[src/crs_pkg.sv]
// shared constants, codes and types of the coil bit range store
package crs_pkg;

  localparam int NUM_COILS   = 2048;
  localparam int BYTE_BITS   = 8;
  localparam int OFF_W       = $clog2(BYTE_BITS);
  localparam int STORE_BYTES = (NUM_COILS + BYTE_BITS - 1) / BYTE_BITS;
  localparam int BANK_DEPTH  = (STORE_BYTES + 1) / 2;
  localparam int BIDX_W      = $clog2(STORE_BYTES);
  localparam int BANK_AW     = $clog2(BANK_DEPTH);
  localparam int CIU_W       = 12;
  localparam int ADDR_W      = 16;
  localparam int CNT_W       = 16;
  localparam int CHUNK_W     = 8;
  localparam int SUM_W       = ADDR_W + 1;
  localparam int NBITS_W     = OFF_W + 1;

  localparam logic [CIU_W-1:0] CIU_RESET = CIU_W'(2048);

  localparam logic OP_READ  = 1'b0;
  localparam logic OP_WRITE = 1'b1;

  typedef enum logic [1:0] {
    ST_OK     = 2'd0,
    ST_RANGE  = 2'd1,
    ST_BEYOND = 2'd2
  } status_t;

  // decoded chunk, held for the merge stage
  typedef struct packed {
    logic                 op_wr;
    status_t              status;
    logic [OFF_W-1:0]     off;
    logic [BYTE_BITS-1:0] nmask;
    logic [BYTE_BITS-1:0] wdata;
    logic                 lo_odd;
    logic                 hi_en;
    logic [BANK_AW-1:0]   ev_addr;
    logic [BANK_AW-1:0]   od_addr;
  } decode_t;

  // one bank write, also registered for forwarding
  typedef struct packed {
    logic                 en;
    logic [BANK_AW-1:0]   addr;
    logic [BYTE_BITS-1:0] data;
  } bank_wr_t;

  typedef struct packed {
    status_t              status;
    logic [BYTE_BITS-1:0] read_byte;
  } out_item_t;

endpackage

[src/crs_ram.sv]
// generic single write port ram with registered read
module crs_ram #(
  parameter int WIDTH = 8,
  parameter int DEPTH = 128
) (
  input  logic                     clk,
  input  logic                     we,
  input  logic [$clog2(DEPTH)-1:0] waddr,
  input  logic [WIDTH-1:0]         wdata,
  input  logic [$clog2(DEPTH)-1:0] raddr,
  output logic [WIDTH-1:0]         rdata
);

  logic [WIDTH-1:0] mem [DEPTH];

  always_ff @(posedge clk) begin
    if (we) begin
      mem[waddr] <= wdata;
    end
    rdata <= mem[raddr];
  end

endmodule

[src/crs_decode.sv]
// range checks and byte address decode of one chunk
module crs_decode (
  input  logic                          op,
  input  logic [crs_pkg::ADDR_W-1:0]    start_address,
  input  logic [crs_pkg::CNT_W-1:0]     bit_count,
  input  logic [crs_pkg::CHUNK_W-1:0]   chunk_index,
  input  logic [crs_pkg::BYTE_BITS-1:0] write_byte,
  input  logic [crs_pkg::CIU_W-1:0]     coils_in_use,
  output crs_pkg::decode_t              dec
);
  import crs_pkg::*;

  logic [SUM_W-1:0]          sum;
  logic [SUM_W-1:0]          lim;
  logic [CNT_W-1:0]          first;
  logic [CNT_W-1:0]          rem;
  logic [NBITS_W-1:0]        nbits;
  logic [SUM_W-1:0]          base;
  logic [BIDX_W-1:0]         bidx;
  logic [BANK_AW-1:0]        half;
  logic [BYTE_BITS-1:0]      nmask;

  always_comb begin
    sum   = SUM_W'(start_address) + SUM_W'(bit_count);
    lim   = (SUM_W'(coils_in_use) > SUM_W'(NUM_COILS)) ? SUM_W'(NUM_COILS)
                                                       : SUM_W'(coils_in_use);
    first = CNT_W'({chunk_index, OFF_W'(0)});
    rem   = bit_count - first;
    nbits = (rem > CNT_W'(BYTE_BITS)) ? NBITS_W'(BYTE_BITS) : rem[NBITS_W-1:0];
    nmask = {BYTE_BITS{1'b1}} >> (NBITS_W'(BYTE_BITS) - nbits);
    base  = SUM_W'(start_address) + SUM_W'(first);
    bidx  = base[BIDX_W+OFF_W-1:OFF_W];
    half  = BANK_AW'(bidx >> 1);

    dec.op_wr = (op == OP_WRITE);
    if (bit_count == '0 || sum > lim) begin
      dec.status = ST_RANGE;
    end else if (first >= bit_count) begin
      dec.status = ST_BEYOND;
    end else begin
      dec.status = ST_OK;
    end
    dec.off     = base[OFF_W-1:0];
    dec.nmask   = nmask;
    dec.wdata   = write_byte & nmask;
    dec.lo_odd  = bidx[0];
    dec.hi_en   = (SUM_W'(bidx) + SUM_W'(1)) < SUM_W'(STORE_BYTES);
    // odd low byte: high byte sits in the even bank one row up
    dec.ev_addr = bidx[0] ? (half + BANK_AW'(1)) : half;
    dec.od_addr = half;
  end

endmodule

[src/crs_merge.sv]
// read extract and read-modify-write merge of the two bank bytes
module crs_merge (
  input  logic                          s1_vld,
  input  crs_pkg::decode_t              dec,
  input  logic [crs_pkg::BYTE_BITS-1:0] ev_raw,
  input  logic [crs_pkg::BYTE_BITS-1:0] od_raw,
  input  logic                          ev_vld,
  input  logic                          od_vld,
  input  crs_pkg::bank_wr_t             ev_fwd,
  input  crs_pkg::bank_wr_t             od_fwd,
  output crs_pkg::out_item_t            res,
  output crs_pkg::bank_wr_t             ev_wr,
  output crs_pkg::bank_wr_t             od_wr
);
  import crs_pkg::*;

  localparam int WIDE_W = 2 * BYTE_BITS;

  logic [BYTE_BITS-1:0] ev_eff;
  logic [BYTE_BITS-1:0] od_eff;
  logic [BYTE_BITS-1:0] lo;
  logic [BYTE_BITS-1:0] hi;
  logic [WIDE_W-1:0]    wide;
  logic [WIDE_W-1:0]    m;
  logic [WIDE_W-1:0]    d;
  logic [BYTE_BITS-1:0] new_lo;
  logic [BYTE_BITS-1:0] new_hi;
  logic                 do_wr;
  logic                 lo_we;
  logic                 hi_we;

  always_comb begin
    // never written reads as zero, last cycle's write is forwarded
    ev_eff = (ev_fwd.en && ev_fwd.addr == dec.ev_addr) ? ev_fwd.data
           : (ev_vld ? ev_raw : '0);
    od_eff = (od_fwd.en && od_fwd.addr == dec.od_addr) ? od_fwd.data
           : (od_vld ? od_raw : '0);
    lo   = dec.lo_odd ? od_eff : ev_eff;
    hi   = dec.hi_en ? (dec.lo_odd ? ev_eff : od_eff) : '0;
    wide = {hi, lo};
    m    = WIDE_W'(dec.nmask) << dec.off;
    d    = WIDE_W'(dec.wdata) << dec.off;

    new_lo = (lo & ~m[BYTE_BITS-1:0]) | d[BYTE_BITS-1:0];
    new_hi = (hi & ~m[WIDE_W-1:BYTE_BITS]) | d[WIDE_W-1:BYTE_BITS];

    do_wr = s1_vld && dec.op_wr && (dec.status == ST_OK);
    lo_we = do_wr;
    hi_we = do_wr && dec.hi_en && (m[WIDE_W-1:BYTE_BITS] != '0);

    res.status = dec.status;
    if (!dec.op_wr && dec.status == ST_OK) begin
      res.read_byte = BYTE_BITS'(wide >> dec.off) & dec.nmask;
    end else begin
      res.read_byte = '0;
    end

    ev_wr.addr = dec.ev_addr;
    od_wr.addr = dec.od_addr;
    if (dec.lo_odd) begin
      od_wr.en   = lo_we;
      od_wr.data = new_lo;
      ev_wr.en   = hi_we;
      ev_wr.data = new_hi;
    end else begin
      ev_wr.en   = lo_we;
      ev_wr.data = new_lo;
      od_wr.en   = hi_we;
      od_wr.data = new_hi;
    end
  end

endmodule

[src/crs_out_fifo.sv]
// three entry result queue in front of the output channel
module crs_out_fifo (
  input  logic               clk,
  input  logic               rst_n,
  input  logic               push,
  input  crs_pkg::out_item_t push_item,
  input  logic               pop,
  output logic               not_empty,
  output crs_pkg::out_item_t head,
  output logic [1:0]         cnt
);
  import crs_pkg::*;

  localparam int QDEPTH = 3;

  out_item_t  q_r [QDEPTH];
  logic [1:0] wr_ptr_r, wr_ptr_nxt;
  logic [1:0] rd_ptr_r, rd_ptr_nxt;
  logic [1:0] cnt_r, cnt_nxt;
  logic       do_pop;

  always_comb begin
    do_pop     = pop && (cnt_r != 2'd0);
    wr_ptr_nxt = push ? ((wr_ptr_r == 2'(QDEPTH - 1)) ? 2'd0 : wr_ptr_r + 2'd1) : wr_ptr_r;
    rd_ptr_nxt = do_pop ? ((rd_ptr_r == 2'(QDEPTH - 1)) ? 2'd0 : rd_ptr_r + 2'd1)
                        : rd_ptr_r;
    cnt_nxt    = cnt_r + (push ? 2'd1 : 2'd0) - (do_pop ? 2'd1 : 2'd0);
  end

  always_ff @(posedge clk) begin
    if (!rst_n) begin
      wr_ptr_r <= 2'd0;
      rd_ptr_r <= 2'd0;
      cnt_r    <= 2'd0;
    end else begin
      wr_ptr_r <= wr_ptr_nxt;
      rd_ptr_r <= rd_ptr_nxt;
      cnt_r    <= cnt_nxt;
    end
  end

  always_ff @(posedge clk) begin
    if (push) begin
      q_r[wr_ptr_r] <= push_item;
    end
  end

  assign not_empty = (cnt_r != 2'd0);
  assign head      = q_r[rd_ptr_r];
  assign cnt       = cnt_r;

endmodule

[src/coil_bit_range_store.sv]
// top level of the coil bit range store
// Coil bit range store: one beat on the input channel is one byte chunk of a
// coil transfer, and one beat comes out for it, in order. The input stream
// takes a beat every cycle while the result queue has room; a result reaches the
// output through address decode and bank read in the accept cycle, merge and
// write back in the next, then the result queue. Sustained rate is one chunk per
// clock while the result queue has room, set by the store being split into an
// even and an odd byte bank, each with one write and one read port, so the two
// bytes a chunk touches are read and written in the same cycle; a write made by
// the previous chunk is forwarded to the next. The store reads as all coils off
// after reset at once: per-row valid bits clear with reset, no clearing pass.
// coils_in_use is written on the cfg channel, which is always ready; the user must
// write it only while no transfer is in flight, and the block does not enforce it.
module coil_bit_range_store (
  input  logic        clk,
  input  logic        rst_n,
  // config channel
  input  logic        cfg_valid,
  output logic        cfg_ready,
  input  logic [11:0] cfg_data,   // coils_in_use
  // chunk input
  input  logic        in_tvalid,
  output logic        in_tready,
  input  logic [47:0] in_tdata,   // start_address, bit_count, chunk_index, write_byte
  input  logic [0:0]  in_tuser,   // op
  // result output
  output logic        out_tvalid,
  input  logic        out_tready,
  output logic [7:0]  out_tdata,  // read_byte
  output logic [1:0]  out_tuser   // status
);
  import crs_pkg::*;

  // config register
  logic [CIU_W-1:0] coils_in_use_r;

  // input fields
  logic                 in_op;
  logic [ADDR_W-1:0]    in_start_address;
  logic [CNT_W-1:0]     in_bit_count;
  logic [CHUNK_W-1:0]   in_chunk_index;
  logic [BYTE_BITS-1:0] in_write_byte;
  logic                 in_beat;

  // decode and merge stage
  decode_t              dec;
  decode_t              s1_dec_r;
  logic                 s1_vld_r;
  out_item_t            res;
  bank_wr_t             ev_wr;
  bank_wr_t             od_wr;
  bank_wr_t             ev_fwd_r;
  bank_wr_t             od_fwd_r;
  logic [BYTE_BITS-1:0] ev_raw;
  logic [BYTE_BITS-1:0] od_raw;

  // row valid bits, cleared by reset
  logic [BANK_DEPTH-1:0] ev_vld_r;
  logic [BANK_DEPTH-1:0] od_vld_r;

  // result queue
  out_item_t  head;
  logic       q_not_empty;
  logic [1:0] q_cnt;
  logic [2:0] in_flight;

  assign in_op            = in_tuser[0];
  assign in_start_address = in_tdata[15:0];
  assign in_bit_count     = in_tdata[31:16];
  assign in_chunk_index   = in_tdata[39:32];
  assign in_write_byte    = in_tdata[47:40];

  // room for every chunk in flight, so the merge stage never stalls
  assign in_flight = 3'(s1_vld_r) + 3'(q_cnt);
  assign in_tready = (in_flight < 3'd3);
  assign in_beat   = in_tvalid && in_tready;

  assign cfg_ready = 1'b1;

  always_ff @(posedge clk) begin
    if (!rst_n) begin
      coils_in_use_r <= CIU_RESET;
    end else if (cfg_valid && cfg_ready) begin
      coils_in_use_r <= cfg_data;
    end
  end

  crs_decode u_decode (
    .op            (in_op),
    .start_address (in_start_address),
    .bit_count     (in_bit_count),
    .chunk_index   (in_chunk_index),
    .write_byte    (in_write_byte),
    .coils_in_use  (coils_in_use_r),
    .dec           (dec)
  );

  // even bank holds store bytes 0, 2, 4 ..., odd bank bytes 1, 3, 5 ...
  crs_ram #(
    .WIDTH (BYTE_BITS),
    .DEPTH (BANK_DEPTH)
  ) u_ram_ev (
    .clk   (clk),
    .we    (ev_wr.en),
    .waddr (ev_wr.addr),
    .wdata (ev_wr.data),
    .raddr (dec.ev_addr),
    .rdata (ev_raw)
  );

  crs_ram #(
    .WIDTH (BYTE_BITS),
    .DEPTH (BANK_DEPTH)
  ) u_ram_od (
    .clk   (clk),
    .we    (od_wr.en),
    .waddr (od_wr.addr),
    .wdata (od_wr.data),
    .raddr (dec.od_addr),
    .rdata (od_raw)
  );

  always_ff @(posedge clk) begin
    if (!rst_n) begin
      s1_vld_r <= 1'b0;
      ev_fwd_r <= '0;
      od_fwd_r <= '0;
      ev_vld_r <= '0;
      od_vld_r <= '0;
    end else begin
      s1_vld_r <= in_beat;
      // bank read in the same cycle missed this write, keep it for forwarding
      ev_fwd_r <= ev_wr;
      od_fwd_r <= od_wr;
      if (ev_wr.en) begin
        ev_vld_r[ev_wr.addr] <= 1'b1;
      end
      if (od_wr.en) begin
        od_vld_r[od_wr.addr] <= 1'b1;
      end
    end
  end

  always_ff @(posedge clk) begin
    if (in_beat) begin
      s1_dec_r <= dec;
    end
  end

  crs_merge u_merge (
    .s1_vld (s1_vld_r),
    .dec    (s1_dec_r),
    .ev_raw (ev_raw),
    .od_raw (od_raw),
    .ev_vld (ev_vld_r[s1_dec_r.ev_addr]),
    .od_vld (od_vld_r[s1_dec_r.od_addr]),
    .ev_fwd (ev_fwd_r),
    .od_fwd (od_fwd_r),
    .res    (res),
    .ev_wr  (ev_wr),
    .od_wr  (od_wr)
  );

  crs_out_fifo u_out_fifo (
    .clk       (clk),
    .rst_n     (rst_n),
    .push      (s1_vld_r),
    .push_item (res),
    .pop       (out_tready),
    .not_empty (q_not_empty),
    .head      (head),
    .cnt       (q_cnt)
  );

  assign out_tvalid = q_not_empty;
  assign out_tdata  = head.read_byte;
  assign out_tuser  = head.status;

  // chunks in flight never outgrow the result queue
  a_no_overflow: assert property (@(posedge clk) disable iff (!rst_n)
    in_flight <= 3'd3)
    else $error("result queue overflow");

  // an accepted beat is in the merge stage on the next cycle
  a_beat_to_merge: assert property (@(posedge clk) disable iff (!rst_n)
    in_beat |=> s1_vld_r)
    else $error("accepted beat lost before merge");

  // store is written only by a good write chunk
  a_write_only_ok: assert property (@(posedge clk) disable iff (!rst_n)
    (ev_wr.en || od_wr.en) |-> (s1_vld_r && s1_dec_r.op_wr && s1_dec_r.status == ST_OK))
    else $error("store written by a failed or read chunk");

  // failed chunks return zero data
  a_err_zero: assert property (@(posedge clk) disable iff (!rst_n)
    (out_tvalid && out_tuser != ST_OK) |-> (out_tdata == 8'd0))
    else $error("nonzero data on a failed chunk");

endmodule

[config.mk]
export PLATFORM = sky130hd
export DESIGN_NAME = coil_bit_range_store
export DESIGN_NICKNAME = d
export VERILOG_FILES = /design/src/crs_pkg.sv /design/src/crs_ram.sv /design/src/crs_decode.sv /design/src/crs_merge.sv /design/src/crs_out_fifo.sv /design/src/coil_bit_range_store.sv
export SDC_FILE = /design/constraint.sdc
export NUM_CORES = 2
export LEC_CHECK = 0
export BUFFER_PORTS_ARGS = -buffer_cell sky130_fd_sc_hd__clkbuf_2
export CORE_ASPECT_RATIO = 1.75
export CORE_MARGIN = 5
export CORE_UTILIZATION = 51
export DETAILED_ROUTE_END_ITERATION = 12
export PLACE_DENSITY_LB_ADDON = 0.12
export RECOVER_POWER = 50
export SETUP_SLACK_MARGIN = 0.2
export SYNTH_ARGS = -nofsm -noshare
export SYNTH_HDL_FRONTEND = slang
export SYNTH_HIERARCHICAL = 1
export SYNTH_SLANG_ARGS = --single-unit
export TNS_END_PERCENT = 5
[constraint.sdc]
create_clock -name clk -period 18.5 [get_ports clk]
set_input_delay 0 -clock clk [delete_from_list [all_inputs] [get_ports clk]]
set_output_delay 0 -clock clk [all_outputs]
set_load 0.05 [all_outputs]
==> run_results.csv <==
group,metric,value,unit
run_status,status,"complete, but fails checks",
run_status,violations,"capacitance limit, slew limit",
die,start_util,51.1,%
yosys,ys_top_cells_by_count,"2,116 x edfxtp_1, 732 x mux4_2, 401 x nor2_1",
die,fp.dieH,593,um
critical_path,r2r_slack,10410,ps
power,pwr_density_cell,120,nW/um2
placement,place_congestion,0.913,
critical_path,startpoint_type,"input pin",
routing,route.detailed.drc,0,
cts,cts_buffers,220,
yosys,async_flop_share,0,%
yosys,synth-main-ff-cell,"edfxtp_1",
die,dieArea,203000,um2
critical_path,arrival,9750,ps
cts,clkTransAtPathRegs,60,ps
routing,firstDrtPassIters,5,
critical_path,path_class,"input pin to flop",
placement,dp.cells,7767,
yosys,ys_seq_area_share,70.8,%
cells_and_area,final_cells,8264,
routing,drt_wl_total,254000,um
job,maxCapViolCount,35,
die,dieWidth,343,um
yosys,synth_seq_cells,2441,
power,p_leak,34.4,nW
cts,htree_levels,4,
global_routing,grt_pass1_wl,367000,um
critical_path,r2r-start,"s1_dec_r[7]",
timing,setup-violations-final,0,
yosys,synth_top_area_share,64.2,%
yosys,syn_area_per_cell,18.7,um2
yosys,syn_nets,5407,
yosys,ys_top_cells_by_area,"edfxtp_1 64%, mux4_2 17%, dfxtp_1 6.6%",
worst_hold_path,hold_start,"in_tdata[40]",
yosys,yosys.area.top_type,"edfxtp_1",
cells_and_area,layout.nets,5619,
placement,dpl.hpwl,164000,um
cts,cts_tree,"done",
critical_path,worstRegToRegCells,13,
global_routing,grt_pass1_vias,52351,
yosys,synth_most_common_cell,"edfxtp_1",
routing,vias,50453,
worst_hold_path,holdCritPathClass,"input pin to flop",
timing,period_needed,8980,ps
critical_path,end_kind,"flop",
die,row_count,214,
critical_path,r2r_end,"u_ram_ev/mem[111][0]",
critical_path,crit_fanout,111,
cts,clkLatencyLatePin,860,ps
cts,cts.path.max_buffers,4,
critical_path,required,19270,ps
yosys,synth_warnings,6,
yosys,netlist-cell-type-count,88,
cells_and_area,areaGrowthSynthToFinish,11.1,%
worst_hold_path,min_to,"s1_dec_r[16]",
timing,max_freq,0.111,GHz
cells_and_area,n_fill_cell,14792,
cells_and_area,drive_gt1_share,21.7,%
die,core,194000,um2
yosys,syn_area,98900,um2
timing,worst_pin_slew,4530,ps
global_routing,overflow,0,
global_routing,track_usage,25.0,%
cts,clock-sinks,2441,
global_routing,antenna_found_initial,9,
global_routing,grt_start_max_net_pins,134,
routing,ant_nets,0,
timing,hold_viol_final,0,
timing,min_period_over_period,48.5,%
cells_and_area,finish.utilization,56.8,%
yosys,synth_edf_count,2116,
yosys,netlist_instances,5287,
cts,cts_root_buffer,"clkbuf_16",
routing,drt_iter0_markers,4075,
timing,setup_tns,0,ps
routing,wire_per_inst,30.8,um
timing,slew_headroom,-202,%
die,pin_count,79,
timing,clock_skew,56.1,ps
power,ir_drop,0.0851,mV
timing,rsz0062_at_grt,"no",
timing,slew_violations,1164,
routing,post_drt_via_cell_ratio,6.11,
worst_hold_path,min_path_cells,3,
placement,io_buffers,77,
-- cell type report --
cell class                 instances  area (um2)  area share, %
antenna                            6        15.0         0.0137
clock buffer                     285        5960           5.43
clock inverter                   104         961          0.875
inverter                          27         101         0.0922
multi-input combinational       2500       27400           24.9
sequential                      2441       70000           63.8
tap                             2592        3240           2.95
timing repair buffer             309        2120           1.93
-- routing by layer --
metal	part of all wire, %	GRT usage, %	vias to the layer above
met5	0.028	0	-
met2	57	47.8	1462
met1	34	27.9	26757
met3	3.8	2.72	531
met4	5.4	11.1	10
li1	-	-	21693
-- critical path, stage by stage --
cell and delay, ps:
dlygate4sd3_1 520, clkbuf_1 3030, clkbuf_1 2760, clkbuf_1 2790, o21a_1 330
-- kinds of logic after synthesis --
logic type,Yosys count,synth area share (%)
AO/OA/AOI/OAI,492,3.16
XOR/XNOR,38,0.337
adder cells (fa/ha/maj),54,0.706
buffers and inverters,346,1.64
flip-flops,2441,70.8
multiplexers,848,18.0
other,1,0.00379
AND/OR/NAND/NOR,1067,5.33
-- worst max-delay path by stage --
stage / cells past startpoint / from / to / slack, ps
floorplan: 14 / s1_dec_r[8] / u_ram_ev/mem[0][0] / 11070
global placement: 11 / in_tdata[3] / u_ram_ev/rdata[1] / 11580
detailed placement: 11 / in_tdata[3] / u_ram_ev/rdata[3] / 11600
CTS: 12 / in_tdata[32] / u_ram_ev/rdata[3] / 11970
global route: 5 / rst_n / od_vld_r[2] / 8500
finish: 5 / rst_n / od_vld_r[110] / 9520
-- report_power, final --
group          internal [mW]  switching, mW  total (mW)  leakage [nW]
Sequential              6.30         0.0611        6.36          21.8
Combinational          0.944           1.37        2.32          9.19
Clock                   2.49           1.98        4.47          3.39
Total                   9.74           3.41        13.1          34.4
-- placed cells by master, fill, tap and decap left out, types with 58 or more instances in the layout --
cell type	n
edfxtp_1	2116
mux4_2	732
nor2_1	402
dfxtp_1	325
a21oi_1	231
nor2b_1	226
clkbuf_16	226
nand2_1	140
clkbuf_1	138
dlygate4sd3_1	102
o21a_1	88
mux2i_1	70
nand3_1	65
clkbuf_2	62
nor3_1	58
-- flip-flops by register name, summed over array words and instances (netlist names), named ones only --
| name | cells |
|---|---|
| u_ram_od/rdata | 8 |
| u_out_fifo/q_r | 30 |
| u_ram_ev/rdata | 8 |
| u_out_fifo/cnt | 2 |
| u_ram_ev/mem | 1024 |
| u_out_fifo/wr_ptr_r | 2 |
| coils_in_use_r | 12 |
| od_vld_r | 128 |
| ev_vld_r | 128 |
| s1_vld_r | 1 |
| u_ram_od/mem | 1024 |
| s1_dec_r | 38 |
| od_fwd_r | 16 |
| u_out_fifo/rd_ptr_r | 2 |
| ev_fwd_r | 16 |
-- per-stage QoR --
| stage | hold WS, ps | power, mW | worst slack, ps | area (um2) |
|---|---|---|---|---|
| 3_3_place_gp | 183 | 8.77 | 11580 | 102000 |
| 4_1_cts | 31.4 | 13.3 | 11970 | 110000 |
| 3_5_place_dp | 180 | 8.80 | 11600 | 102000 |
| 6_report | 164 | 13.1 | 9520 | 110000 |
| 2_1_floorplan | 129 | 7.95 | 11070 | 98900 |
| 5_1_grt | 160 | 13.6 | 8500 | 110000 |
-- timing repair --
action                                  in CTS  in global routing
buffers inserted                             0                  0
hold endpoints to repair                   129                  0
endpoints found under the setup margin       0                  0
hold buffers                               102                  0
gates resized for setup                      0                  0
Power figures use the tool's default switching activity.
